===== src/rtl/core/pwm_enc_pkg.sv =====
package pwm_enc_pkg;

    // Field widths of the words on both streams.
    localparam int CAP_W        = 16;
    localparam int DUTY_W       = 16;
    localparam int ANGLE_CODE_W = 16;
    localparam int SPEED_W      = 17;
    localparam int ERR_W        = 2;
    localparam int OP_W         = 2;
    localparam int TIMEOUT_W    = 8;

    // Speed filter accumulator, Q3.
    localparam int ACC_W      = 21;
    localparam int ACC_FRAC   = 3;
    localparam int ROUND_BIAS = 4;

    // Shared divider: 32-bit dividend over a 16-bit divisor.
    localparam int DIVN_W = 32;
    localparam int DIVD_W = 16;

    // Microseconds per minute, the speed scale.
    localparam longint RPM_K   = 60000000;
    localparam int     RPM_K_W = 26;
    localparam int     RPM_POS_MAX = 65535;
    localparam int     RPM_NEG_MAX = 65536;

    // Configuration port.
    localparam int CFG_IDX_W  = 3;
    localparam int CFG_DATA_W = 16;

    localparam logic [CFG_IDX_W-1:0] REG_DUTY_LOW  = 3'd0;
    localparam logic [CFG_IDX_W-1:0] REG_DUTY_HIGH = 3'd1;
    localparam logic [CFG_IDX_W-1:0] REG_PER_FLOOR = 3'd2;
    localparam logic [CFG_IDX_W-1:0] REG_PER_CEIL  = 3'd3;
    localparam logic [CFG_IDX_W-1:0] REG_TIMEOUT   = 3'd4;

    localparam logic [DUTY_W-1:0]    RST_DUTY_LOW  = 16'd191;
    localparam logic [DUTY_W-1:0]    RST_DUTY_HIGH = 16'd65348;
    localparam logic [CAP_W-1:0]     RST_PER_FLOOR = 16'd700;
    localparam logic [CAP_W-1:0]     RST_PER_CEIL  = 16'd1500;
    localparam logic [TIMEOUT_W-1:0] RST_TIMEOUT   = 8'd5;

    // Input word kinds.
    typedef enum logic [OP_W-1:0] {
        OP_CAPTURE = 2'd0,
        OP_TICK    = 2'd1,
        OP_OVERCAP = 2'd2,
        OP_NONE    = 2'd3
    } t_opcode;

    // Error codes.
    localparam logic [ERR_W-1:0] ERR_NONE    = 2'd0;
    localparam logic [ERR_W-1:0] ERR_TIMEOUT = 2'd1;
    localparam logic [ERR_W-1:0] ERR_BAD     = 2'd2;

    // Stream word layouts.
    localparam int IN_DATA_W  = 32;
    localparam int IN_USER_W  = OP_W;

    localparam int OUT_ANGLE_LSB  = 0;
    localparam int OUT_SPEED_LSB  = 16;
    localparam int OUT_ERR_LSB    = 33;
    localparam int OUT_PERIOD_LSB = 35;
    localparam int OUT_PULSE_LSB  = 51;
    localparam int OUT_USED_W     = 67;
    localparam int OUT_DATA_W     = 72;

endpackage


===== src/rtl/core/pwm_encoder_angle_speed.sv =====
// Channel   Dir  Handshake                     Word contents (lowest bits first)
// s_axis    in   s_axis_tvalid/s_axis_tready   tdata: period_us, pulse_us; tuser: opcode
// m_axis    out  m_axis_tvalid/m_axis_tready   tdata: angle_code, speed_rpm, error_code,
//                                              last_period_us, last_pulse_us
// cfg       in   i_cfg_wr_en                   i_cfg_index, i_cfg_wdata
//
// A capture word makes up to three 32-step passes through the shared restoring
// divider (duty, angle, speed), with sequencing states between them; the next
// input word is taken only once the sequencer is back in idle. A priming
// capture skips the speed pass, and an empty calibrated span skips the angle pass.
// Ticks, overcapture, rejected captures and idle words need no divider pass.
// Synchronous active-low reset restores the register defaults and the decoder
// state; no clearing pass is needed.
// The result word sits in an output register; the next input word is taken while
// it waits, and the sequencer holds in its last step until that word is taken.
module pwm_encoder_angle_speed
    import pwm_enc_pkg::*;
#(
    parameter int ANGLE_BITS   = 14,
    parameter int FILTER_SHIFT = 3
) (
    input  logic                  i_clk,
    input  logic                  i_rst_n,

    input  logic                  s_axis_tvalid,
    output logic                  s_axis_tready,
    input  logic [IN_DATA_W-1:0]  s_axis_tdata,   // period_us[15:0], pulse_us[31:16]
    input  logic [IN_USER_W-1:0]  s_axis_tuser,   // opcode[1:0]

    output logic                  m_axis_tvalid,
    input  logic                  m_axis_tready,
    output logic [OUT_DATA_W-1:0] m_axis_tdata,   // angle_code[15:0], speed_rpm[32:16],
                                                  // error_code[34:33],
                                                  // last_period_us[50:35],
                                                  // last_pulse_us[66:51], zero[71:67]

    input  logic                  i_cfg_wr_en,
    input  logic [CFG_IDX_W-1:0]  i_cfg_index,
    input  logic [CFG_DATA_W-1:0] i_cfg_wdata
);

    localparam int AB     = ANGLE_BITS;
    localparam int PROD_W = AB + RPM_K_W;
    localparam int X8_W   = SPEED_W + ACC_FRAC;

    localparam logic signed [AB+1:0] HALF_S  = $signed((AB+2)'(1) << (AB - 1));
    localparam logic signed [AB+1:0] TURN_S  = $signed((AB+2)'(1) << AB);
    localparam logic signed [AB+1:0] NHALF_S = -HALF_S;

    typedef enum logic [10:0] {
        S_IDLE   = 11'b00000000001,
        S_DECODE = 11'b00000000010,
        S_DUTY   = 11'b00000000100,
        S_ANGLE  = 11'b00000001000,
        S_PRIME  = 11'b00000010000,
        S_MUL    = 11'b00000100000,
        S_SPD_GO = 11'b00001000000,
        S_SPEED  = 11'b00010000000,
        S_FILT   = 11'b00100000000,
        S_ROUND  = 11'b01000000000,
        S_FINISH = 11'b10000000000
    } t_state;

    t_state r_state, n_state;

    // Configuration registers.
    logic [DUTY_W-1:0]    r_duty_low, r_duty_high;
    logic [CAP_W-1:0]     r_per_floor, r_per_ceil;
    logic [TIMEOUT_W-1:0] r_timeout;

    // Latched input word.
    t_opcode          r_op;
    logic [CAP_W-1:0] r_period, r_pulse;

    // Decoder state.
    logic [AB-1:0]              r_angle_now, n_angle_now;
    logic [AB-1:0]              r_angle_before, n_angle_before;
    logic                       r_need_prime, n_need_prime;
    logic signed [ACC_W-1:0]    r_acc, n_acc;
    logic signed [SPEED_W-1:0]  r_speed, n_speed;
    logic [ERR_W-1:0]           r_err, n_err;
    logic [TIMEOUT_W-1:0]       r_stale, n_stale;
    logic                       r_fresh, n_fresh;
    logic [CAP_W-1:0]           r_per_kept, n_per_kept;
    logic [CAP_W-1:0]           r_pul_kept, n_pul_kept;

    // Speed datapath.
    logic [AB-1:0]              r_mag, n_mag;
    logic                       r_neg, n_neg;
    logic [PROD_W-1:0]          r_prod, n_prod;
    logic signed [SPEED_W-1:0]  r_rpm, n_rpm;

    // Output register.
    logic                       r_m_valid, n_m_valid;
    logic [OUT_DATA_W-1:0]      r_m_data, n_m_data;

    // Shared divider.
    logic              w_div_start;
    logic [DIVN_W-1:0] w_div_num;
    logic [DIVD_W-1:0] w_div_den;
    logic              w_div_done;
    logic [DIVN_W-1:0] w_div_q;

    // Combinational helpers.
    logic                      w_bad;
    logic [DUTY_W:0]           w_duty, w_clamp_lo;
    logic [DUTY_W-1:0]         w_clamp, w_span, w_ofs;
    logic                      w_span_ok;
    logic [AB-1:0]             w_angle;
    logic signed [AB+1:0]      w_delta_raw, w_delta, w_delta_abs;
    logic [TIMEOUT_W-1:0]      w_stale_inc;
    logic signed [SPEED_W-1:0] w_rpm_sat;
    logic signed [X8_W-1:0]    w_x8;
    logic signed [ACC_W:0]     w_diff, w_step;
    logic [ACC_W-1:0]          w_acc_mag, w_rnd;
    logic [SPEED_W-1:0]        w_rnd_s;
    logic [ANGLE_CODE_W-1:0]   w_angle_code;
    logic [SPEED_W-1:0]        w_speed_code;

    pwm_enc_div u_div (
        .i_clk      (i_clk),
        .i_rst_n    (i_rst_n),
        .i_start    (w_div_start),
        .i_dividend (w_div_num),
        .i_divisor  (w_div_den),
        .o_done     (w_div_done),
        .o_quotient (w_div_q)
    );

    always_comb begin
        w_bad = (r_period == '0) || (r_period < r_per_floor) ||
                (r_period > r_per_ceil) || (r_pulse > r_period);

        // Duty is at most one full period, so it fits in 17 bits.
        w_duty     = w_div_q[DUTY_W:0];
        w_clamp_lo = (w_duty < {1'b0, r_duty_low}) ? {1'b0, r_duty_low} : w_duty;
        w_clamp    = (w_clamp_lo > {1'b0, r_duty_high}) ? r_duty_high
                                                        : w_clamp_lo[DUTY_W-1:0];
        w_span_ok  = (r_duty_high > r_duty_low);
        w_span     = r_duty_high - r_duty_low;
        w_ofs      = w_clamp - r_duty_low;

        w_angle = ((w_div_q >> AB) != '0) ? '1 : w_div_q[AB-1:0];

        // Shortest way round the circle.
        w_delta_raw = $signed({2'b00, r_angle_now}) - $signed({2'b00, r_angle_before});
        if (w_delta_raw > HALF_S) begin
            w_delta = w_delta_raw - TURN_S;
        end else if (w_delta_raw < NHALF_S) begin
            w_delta = w_delta_raw + TURN_S;
        end else begin
            w_delta = w_delta_raw;
        end
        w_delta_abs = (w_delta < 0) ? -w_delta : w_delta;

        w_stale_inc = (r_stale != '1) ? r_stale + TIMEOUT_W'(1) : r_stale;

        // Speed is divided as a magnitude, then signed and saturated.
        if (r_neg) begin
            w_rpm_sat = (w_div_q > DIVN_W'(RPM_NEG_MAX))
                      ? $signed(SPEED_W'(RPM_NEG_MAX))
                      : $signed(~w_div_q[SPEED_W-1:0] + SPEED_W'(1));
        end else begin
            w_rpm_sat = (w_div_q > DIVN_W'(RPM_POS_MAX))
                      ? $signed(SPEED_W'(RPM_POS_MAX))
                      : $signed({1'b0, w_div_q[SPEED_W-2:0]});
        end

        w_x8   = $signed({r_rpm, ACC_FRAC'(0)});
        w_diff = (ACC_W+1)'(w_x8) - (ACC_W+1)'(r_acc);
        w_step = w_diff >>> FILTER_SHIFT;

        // Round half away from zero on the magnitude.
        w_acc_mag = r_acc[ACC_W-1] ? (~r_acc + ACC_W'(1)) : r_acc;
        w_rnd     = (w_acc_mag + ACC_W'(ROUND_BIAS)) >> ACC_FRAC;
        w_rnd_s   = w_rnd[SPEED_W-1:0];

        w_angle_code = (r_err != ERR_NONE) ? '1 : ANGLE_CODE_W'(r_angle_now);
        w_speed_code = (r_err != ERR_NONE) ? '0 : r_speed;
    end

    always_comb begin
        n_state        = r_state;
        n_angle_now    = r_angle_now;
        n_angle_before = r_angle_before;
        n_need_prime   = r_need_prime;
        n_acc          = r_acc;
        n_speed        = r_speed;
        n_err          = r_err;
        n_stale        = r_stale;
        n_fresh        = r_fresh;
        n_per_kept     = r_per_kept;
        n_pul_kept     = r_pul_kept;
        n_mag          = r_mag;
        n_neg          = r_neg;
        n_prod         = r_prod;
        n_rpm          = r_rpm;
        n_m_valid      = r_m_valid && !m_axis_tready;
        n_m_data       = r_m_data;
        w_div_start    = 1'b0;
        w_div_num      = {r_pulse, DUTY_W'(0)};
        w_div_den      = r_period;

        case (r_state)
            S_IDLE: begin
                if (s_axis_tvalid) begin
                    n_state = S_DECODE;
                end
            end
            S_DECODE: begin
                n_state = S_FINISH;
                case (r_op)
                    OP_CAPTURE: begin
                        if (w_bad) begin
                            n_err        = ERR_BAD;
                            n_acc        = '0;
                            n_speed      = '0;
                            n_need_prime = 1'b1;
                        end else begin
                            n_per_kept  = r_period;
                            n_pul_kept  = r_pulse;
                            n_fresh     = 1'b1;
                            n_err       = ERR_NONE;
                            w_div_start = 1'b1;
                            n_state     = S_DUTY;
                        end
                    end
                    OP_TICK: begin
                        if (r_fresh) begin
                            n_fresh = 1'b0;
                            n_stale = '0;
                        end else begin
                            n_stale = w_stale_inc;
                            if (w_stale_inc >= r_timeout) begin
                                n_err        = ERR_TIMEOUT;
                                n_acc        = '0;
                                n_speed      = '0;
                                n_need_prime = 1'b1;
                            end
                        end
                    end
                    OP_OVERCAP: begin
                        n_err        = ERR_BAD;
                        n_acc        = '0;
                        n_speed      = '0;
                        n_need_prime = 1'b1;
                    end
                    default: ;
                endcase
            end
            S_DUTY: begin
                w_div_num = DIVN_W'(w_ofs) << AB;
                w_div_den = w_span;
                if (w_div_done) begin
                    if (w_span_ok) begin
                        w_div_start = 1'b1;
                        n_state     = S_ANGLE;
                    end else begin
                        n_angle_now = '0;
                        n_state     = S_PRIME;
                    end
                end
            end
            S_ANGLE: begin
                if (w_div_done) begin
                    n_angle_now = w_angle;
                    n_state     = S_PRIME;
                end
            end
            S_PRIME: begin
                if (r_need_prime) begin
                    n_need_prime   = 1'b0;
                    n_angle_before = r_angle_now;
                    n_state        = S_FINISH;
                end else begin
                    n_mag   = w_delta_abs[AB-1:0];
                    n_neg   = (w_delta < 0);
                    n_state = S_MUL;
                end
            end
            S_MUL: begin
                n_prod  = PROD_W'(r_mag) * PROD_W'(RPM_K);
                n_state = S_SPD_GO;
            end
            S_SPD_GO: begin
                // One turn spans 2^ANGLE_BITS counts, so that part of the divisor
                // is a shift; the remaining division is by the period alone.
                w_div_num   = DIVN_W'(r_prod >> AB);
                w_div_start = 1'b1;
                n_state     = S_SPEED;
            end
            S_SPEED: begin
                if (w_div_done) begin
                    n_rpm   = w_rpm_sat;
                    n_state = S_FILT;
                end
            end
            S_FILT: begin
                n_acc   = r_acc + ACC_W'(w_step);
                n_state = S_ROUND;
            end
            S_ROUND: begin
                n_speed        = r_acc[ACC_W-1] ? $signed(~w_rnd_s + SPEED_W'(1))
                                                : $signed(w_rnd_s);
                n_angle_before = r_angle_now;
                n_state        = S_FINISH;
            end
            S_FINISH: begin
                if (!r_m_valid || m_axis_tready) begin
                    n_m_valid = 1'b1;
                    n_m_data  = '0;
                    n_m_data[OUT_ANGLE_LSB  +: ANGLE_CODE_W] = w_angle_code;
                    n_m_data[OUT_SPEED_LSB  +: SPEED_W]      = w_speed_code;
                    n_m_data[OUT_ERR_LSB    +: ERR_W]        = r_err;
                    n_m_data[OUT_PERIOD_LSB +: CAP_W]        = r_per_kept;
                    n_m_data[OUT_PULSE_LSB  +: CAP_W]        = r_pul_kept;
                    n_state   = S_IDLE;
                end
            end
            default: begin
                n_state = S_IDLE;
            end
        endcase
    end

    always_ff @(posedge i_clk) begin
        if (!i_rst_n) begin
            r_state        <= S_IDLE;
            r_angle_now    <= '0;
            r_angle_before <= '0;
            r_need_prime   <= 1'b1;
            r_acc          <= '0;
            r_speed        <= '0;
            r_err          <= ERR_TIMEOUT;
            r_stale        <= '0;
            r_fresh        <= 1'b1;
            r_per_kept     <= '0;
            r_pul_kept     <= '0;
            r_m_valid      <= 1'b0;
        end else begin
            r_state        <= n_state;
            r_angle_now    <= n_angle_now;
            r_angle_before <= n_angle_before;
            r_need_prime   <= n_need_prime;
            r_acc          <= n_acc;
            r_speed        <= n_speed;
            r_err          <= n_err;
            r_stale        <= n_stale;
            r_fresh        <= n_fresh;
            r_per_kept     <= n_per_kept;
            r_pul_kept     <= n_pul_kept;
            r_m_valid      <= n_m_valid;
        end
    end

    always_ff @(posedge i_clk) begin
        r_mag    <= n_mag;
        r_neg    <= n_neg;
        r_prod   <= n_prod;
        r_rpm    <= n_rpm;
        r_m_data <= n_m_data;
        if (s_axis_tvalid && s_axis_tready) begin
            r_op     <= t_opcode'(s_axis_tuser[OP_W-1:0]);
            r_period <= s_axis_tdata[CAP_W-1:0];
            r_pulse  <= s_axis_tdata[2*CAP_W-1:CAP_W];
        end
    end

    always_ff @(posedge i_clk) begin
        if (!i_rst_n) begin
            r_duty_low  <= RST_DUTY_LOW;
            r_duty_high <= RST_DUTY_HIGH;
            r_per_floor <= RST_PER_FLOOR;
            r_per_ceil  <= RST_PER_CEIL;
            r_timeout   <= RST_TIMEOUT;
        end else if (i_cfg_wr_en) begin
            case (i_cfg_index)
                REG_DUTY_LOW:  r_duty_low  <= i_cfg_wdata[DUTY_W-1:0];
                REG_DUTY_HIGH: r_duty_high <= i_cfg_wdata[DUTY_W-1:0];
                REG_PER_FLOOR: r_per_floor <= i_cfg_wdata[CAP_W-1:0];
                REG_PER_CEIL:  r_per_ceil  <= i_cfg_wdata[CAP_W-1:0];
                REG_TIMEOUT:   r_timeout   <= i_cfg_wdata[TIMEOUT_W-1:0];
                default: ;
            endcase
        end
    end

    assign s_axis_tready = (r_state == S_IDLE);
    assign m_axis_tvalid = r_m_valid;
    assign m_axis_tdata  = r_m_data;

endmodule


===== src/rtl/core/pwm_enc_div.sv =====
module pwm_enc_div
    import pwm_enc_pkg::*;
(
    input  logic              i_clk,
    input  logic              i_rst_n,
    input  logic              i_start,
    input  logic [DIVN_W-1:0] i_dividend,
    input  logic [DIVD_W-1:0] i_divisor,
    output logic              o_done,
    output logic [DIVN_W-1:0] o_quotient
);

    localparam int CNT_W = $clog2(DIVN_W);

    logic              r_busy;
    logic              r_done;
    logic [CNT_W-1:0]  r_cnt;
    logic [DIVD_W-1:0] r_rem;
    logic [DIVD_W-1:0] r_div;
    logic [DIVN_W-1:0] r_quo;

    logic [DIVD_W:0]   w_trial;
    logic [DIVD_W:0]   w_diff;
    logic              w_fit;

    // One restoring step: the next dividend bit joins the remainder, which
    // stays below the divisor, so the trial value needs one extra bit only.
    always_comb begin
        w_trial = {r_rem, r_quo[DIVN_W-1]};
        w_diff  = w_trial - {1'b0, r_div};
        w_fit   = (w_trial >= {1'b0, r_div});
    end

    always_ff @(posedge i_clk) begin
        if (!i_rst_n) begin
            r_busy <= 1'b0;
            r_done <= 1'b0;
            r_cnt  <= '0;
        end else begin
            r_done <= 1'b0;
            if (i_start) begin
                r_busy <= 1'b1;
                r_cnt  <= '0;
            end else if (r_busy) begin
                r_cnt <= r_cnt + CNT_W'(1);
                if (r_cnt == CNT_W'(DIVN_W - 1)) begin
                    r_busy <= 1'b0;
                    r_done <= 1'b1;
                end
            end
        end
    end

    // The quotient shifts in where the dividend shifts out.
    always_ff @(posedge i_clk) begin
        if (i_start) begin
            r_quo <= i_dividend;
            r_rem <= '0;
            r_div <= i_divisor;
        end else if (r_busy) begin
            r_rem <= w_fit ? w_diff[DIVD_W-1:0] : w_trial[DIVD_W-1:0];
            r_quo <= {r_quo[DIVN_W-2:0], w_fit};
        end
    end

    assign o_done     = r_done;
    assign o_quotient = r_quo;

endmodule


===== config.mk =====
export PLATFORM = sky130hd
export DESIGN_NAME = pwm_encoder_angle_speed
export DESIGN_NICKNAME = d
export VERILOG_FILES = /design/src/rtl/core/pwm_enc_pkg.sv /design/src/rtl/core/pwm_encoder_angle_speed.sv /design/src/rtl/core/pwm_enc_div.sv
export SDC_FILE = /design/constraint.sdc
export NUM_CORES = 1
export LEC_CHECK = 0
export BUFFER_PORTS_ARGS = -buffer_cell sky130_fd_sc_hd__buf_2
export CAP_MARGIN = 10
export CORE_ASPECT_RATIO = 0.5
export CORE_MARGIN = 4
export CORE_UTILIZATION = 45
export CTS_CLUSTER_SIZE = 25
export DETAILED_ROUTE_END_ITERATION = 8
export GPL_TIMING_DRIVEN = 0
export SLEW_MARGIN = 30
export SYNTH_ARGS = -nofsm -noshare
export SYNTH_HDL_FRONTEND = slang
export SYNTH_SLANG_ARGS = --single-unit
export TNS_END_PERCENT = 30

===== constraint.sdc =====
create_clock -name i_clk -period 9.2 [get_ports i_clk]
set_clock_uncertainty 0.1 [all_clocks]
set_input_delay 1.38 -clock i_clk [delete_from_list [all_inputs] [get_ports i_clk]]
set_output_delay 1.38 -clock i_clk [all_outputs]
set_load 0.01 [all_outputs]

==> results.json <==
{
  "async_flop_share": 0,
  "cts_sinks": 423,
  "stdcell_count": 4130,
  "htree_levels": 2,
  "grt_pass1_wl_mm": 129,
  "ir_worst_vdd_mv": 0.121,
  "cp-start-kind": "flop",
  "die_h_um": 187,
  "cp.required_ns": 9.41,
  "status": "completed",
  "final_hold_viol_count": 0,
  "cp_slowest_stage_delay_ns": 0.66,
  "initial_core_util": 0.455,
  "final_min_period_over_clock_period": 0.894,
  "worstMarginPinSlew_ns": 1.13,
  "clock_latency_ns": 0.59,
  "critical_path_arrival_ns": 8.43,
  "setup_tns_ns": 0,
  "grt_pass1_vias": 22300,
  "cts_resized": 0,
  "dpl.hpwl_mm": 66.4,
  "fill_cells": 5884,
  "use_met2": 0.375,
  "worstSetupEndpointType": "flop",
  "firstDrtPassIters": 6,
  "synth.area.top_cells": "edfxtp_1 22%, dfxtp_1 15%, ha_1 14%",
  "ys_warn_count": 0,
  "drc": 0,
  "drtIter0Drc": 1933,
  "viasPerCell": 5.69,
  "postCtsSetupBuffers": 0,
  "grt_usage": 0.243,
  "wirelength_mm": 84.4,
  "clockBufferDepth": 3,
  "synth_ff_type": "dfxtp_1",
  "place_congestion": 0.948,
  "p_per_area_nw_per_um2": 147,
  "hold_path.class": "reg2reg",
  "port_buffers": 124,
  "pin_count": 132,
  "rsz0062_at_grt": "no",
  "critPathKind": "reg2reg",
  "netlist_instances": 3079,
  "grt-busiest-layer": "met2",
  "path_clk_slew_ns": 0.07,
  "synth_cell_types": 90,
  "num_vias": 23500,
  "seq_area_frac_synth": 0.367,
  "p_leak_uw": 0.0132,
  "drv_slew": 0,
  "cts_tree": "yes",
  "grt_max_degree": 35,
  "fp.dieW_um": 365,
  "syn_area_um2": 28700,
  "cts_root_buf": "clkbuf_16",
  "setup_violations": 0,
  "postCtsHoldBufs": 0,
  "drt-wirelength-per-cell_um": 20.4,
  "slew_headroom": 0.246,
  "grt_use_met1": 0.357,
  "synth_most_common_cell": "ha_1",
  "antenna_found_initial": 2,
  "die_area_um2": 68200,
  "syn_avg_cell_area_um2": 9.32,
  "grt_use_met3": 0.0372,
  "rows": 65,
  "cp_max_fo": 10,
  "nets": 3702,
  "cts_buffers": 42,
  "fin_crit_ns": 8.23,
  "max_freq_mhz": 122,
  "ys_ff_latch": 423,
  "drive_above_1_share": 0.0829,
  "synth_edf_count": 206,
  "syn_to_final_growth_pct": 11.5,
  "fin_hold_ws_ns": 0.325,
  "drv_cap": 0,
  "overflow": 0,
  "synth_top_area_frac": 0.215,
  "dp_cells": 4050,
  "slowest_stage": "a21oi_1",
  "ant_nets": 0,
  "core_um2": 63100,
  "netlist_top_cells_count": "312 x ha_1, 305 x nand2_1, 279 x inv_1",
  "yosysTopAreaCell": "edfxtp_1"
}
registers in the layout, indices dropped and copies added, names as in the netlist, 17 cells and up:
signal,count
m_axis_tdata,66
u_div.o_quotient,32
r_speed,17
r_rpm,17
r_acc,21
r_prod,26
metrics by stage:
step,cell area (um^2),worst slack (ns),utilization,power (uW)
2_1_floorplan,28700,2.76,-,2650
6_report,32000,0.974,0.507,4710
4_1_cts,32000,1.14,0.507,4720
3_3_place_gp,30400,1.28,0.482,2870
3_5_place_dp,30500,1.24,0.484,2880
5_1_grt,32000,0.490,0.507,4910
routing by layer:
metal | routed length [um] | part of all wire
met2 | 36500 | 0.43
met3 | 5950 | 0.071
met1 | 39900 | 0.47
met4 | 2010 | 0.024
met5 | 0 | 0
worst max-delay path: cells and delay by family (launching register included):
kind	cells	cell delay, ns
AO/OA/AOI/OAI	16	3.44
adder cells (fa/ha/maj)	3	0.92
AND/OR/NAND/NOR	4	0.70
multiplexers	1	0.42
flip-flops	1	0.53
XOR/XNOR	1	0.18
buffers and inverters	4	1.68
cell type report:
class	instances	area [um^2]	area share
diodes	1	2.50	0.0000782
plain buffers	117	484	0.0151
inverters	282	1060	0.0331
multi-input cells	2261	16700	0.522
repair buffers	131	741	0.0231
clock buffers	53	1160	0.0364
well taps	837	1050	0.0327
flip-flops and latches	423	10500	0.329
clock inverters	25	285	0.00891
report_power, final:
group	switching [uW]	leakage, uW	total [uW]	internal, uW
clock network	796	0.000701	1840	1050
registers	95.7	0.00366	2140	2050
logic	438	0.00887	727	289
total	1330	0.0132	4710	3380
cells in the final DEF, fill, tap and decap left out, types with 21 or more instances in the layout:
cell and n:
ha_1 312, nand2_1 305, inv_1 279, nor2_1 228, a21oi_1 217, dfxtp_1 217, edfxtp_1 206, buf_2 128
o21ai_0 118, xnor2_1 109, clkbuf_1 101, fa_1 74, nor3_1 63, a21o_1 55, o21a_1 54, o211ai_1 53
and2_1 48, mux2i_1 47, xor2_1 44, clkbuf_16 44, or3_1 43, nand3_1 41, nand4_1 39, nor2b_1 32
a211oi_1 31, nor4_1 22, a31oi_1 22, a22o_1 21
kinds of logic (layout without fill, tap and decap cells):
group | Yosys count | count (layout) | synth area share
buf+inv | 399 | 608 | 0.0536
xor+xnor | 154 | 154 | 0.0475
simple gates | 927 | 927 | 0.155
other cells | 1 | 6 | 0.000131
fa+ha+maj | 387 | 387 | 0.188
flops | 423 | 423 | 0.367
mux | 67 | 67 | 0.0242
compound gates | 721 | 721 | 0.165
final timing paths:
path	startpoint	to	slack (ns)	cells after the start
max reg2reg	r_duty_low[1]$_SDFFE_PN1P_	u_div.o_quotient[29]$_DFFE_PP_	0.97	29
max	r_duty_low[1]$_SDFFE_PN1P_	u_div.o_quotient[29]$_DFFE_PP_	0.97	29
min reg2reg	r_pul_kept[14]$_SDFFE_PN0P_	m_axis_tdata[65]$_DFFE_PP_	0.33	0
min	r_pul_kept[14]$_SDFFE_PN0P_	m_axis_tdata[65]$_DFFE_PP_	0.33	0
(Power assumes the default switching activity.)
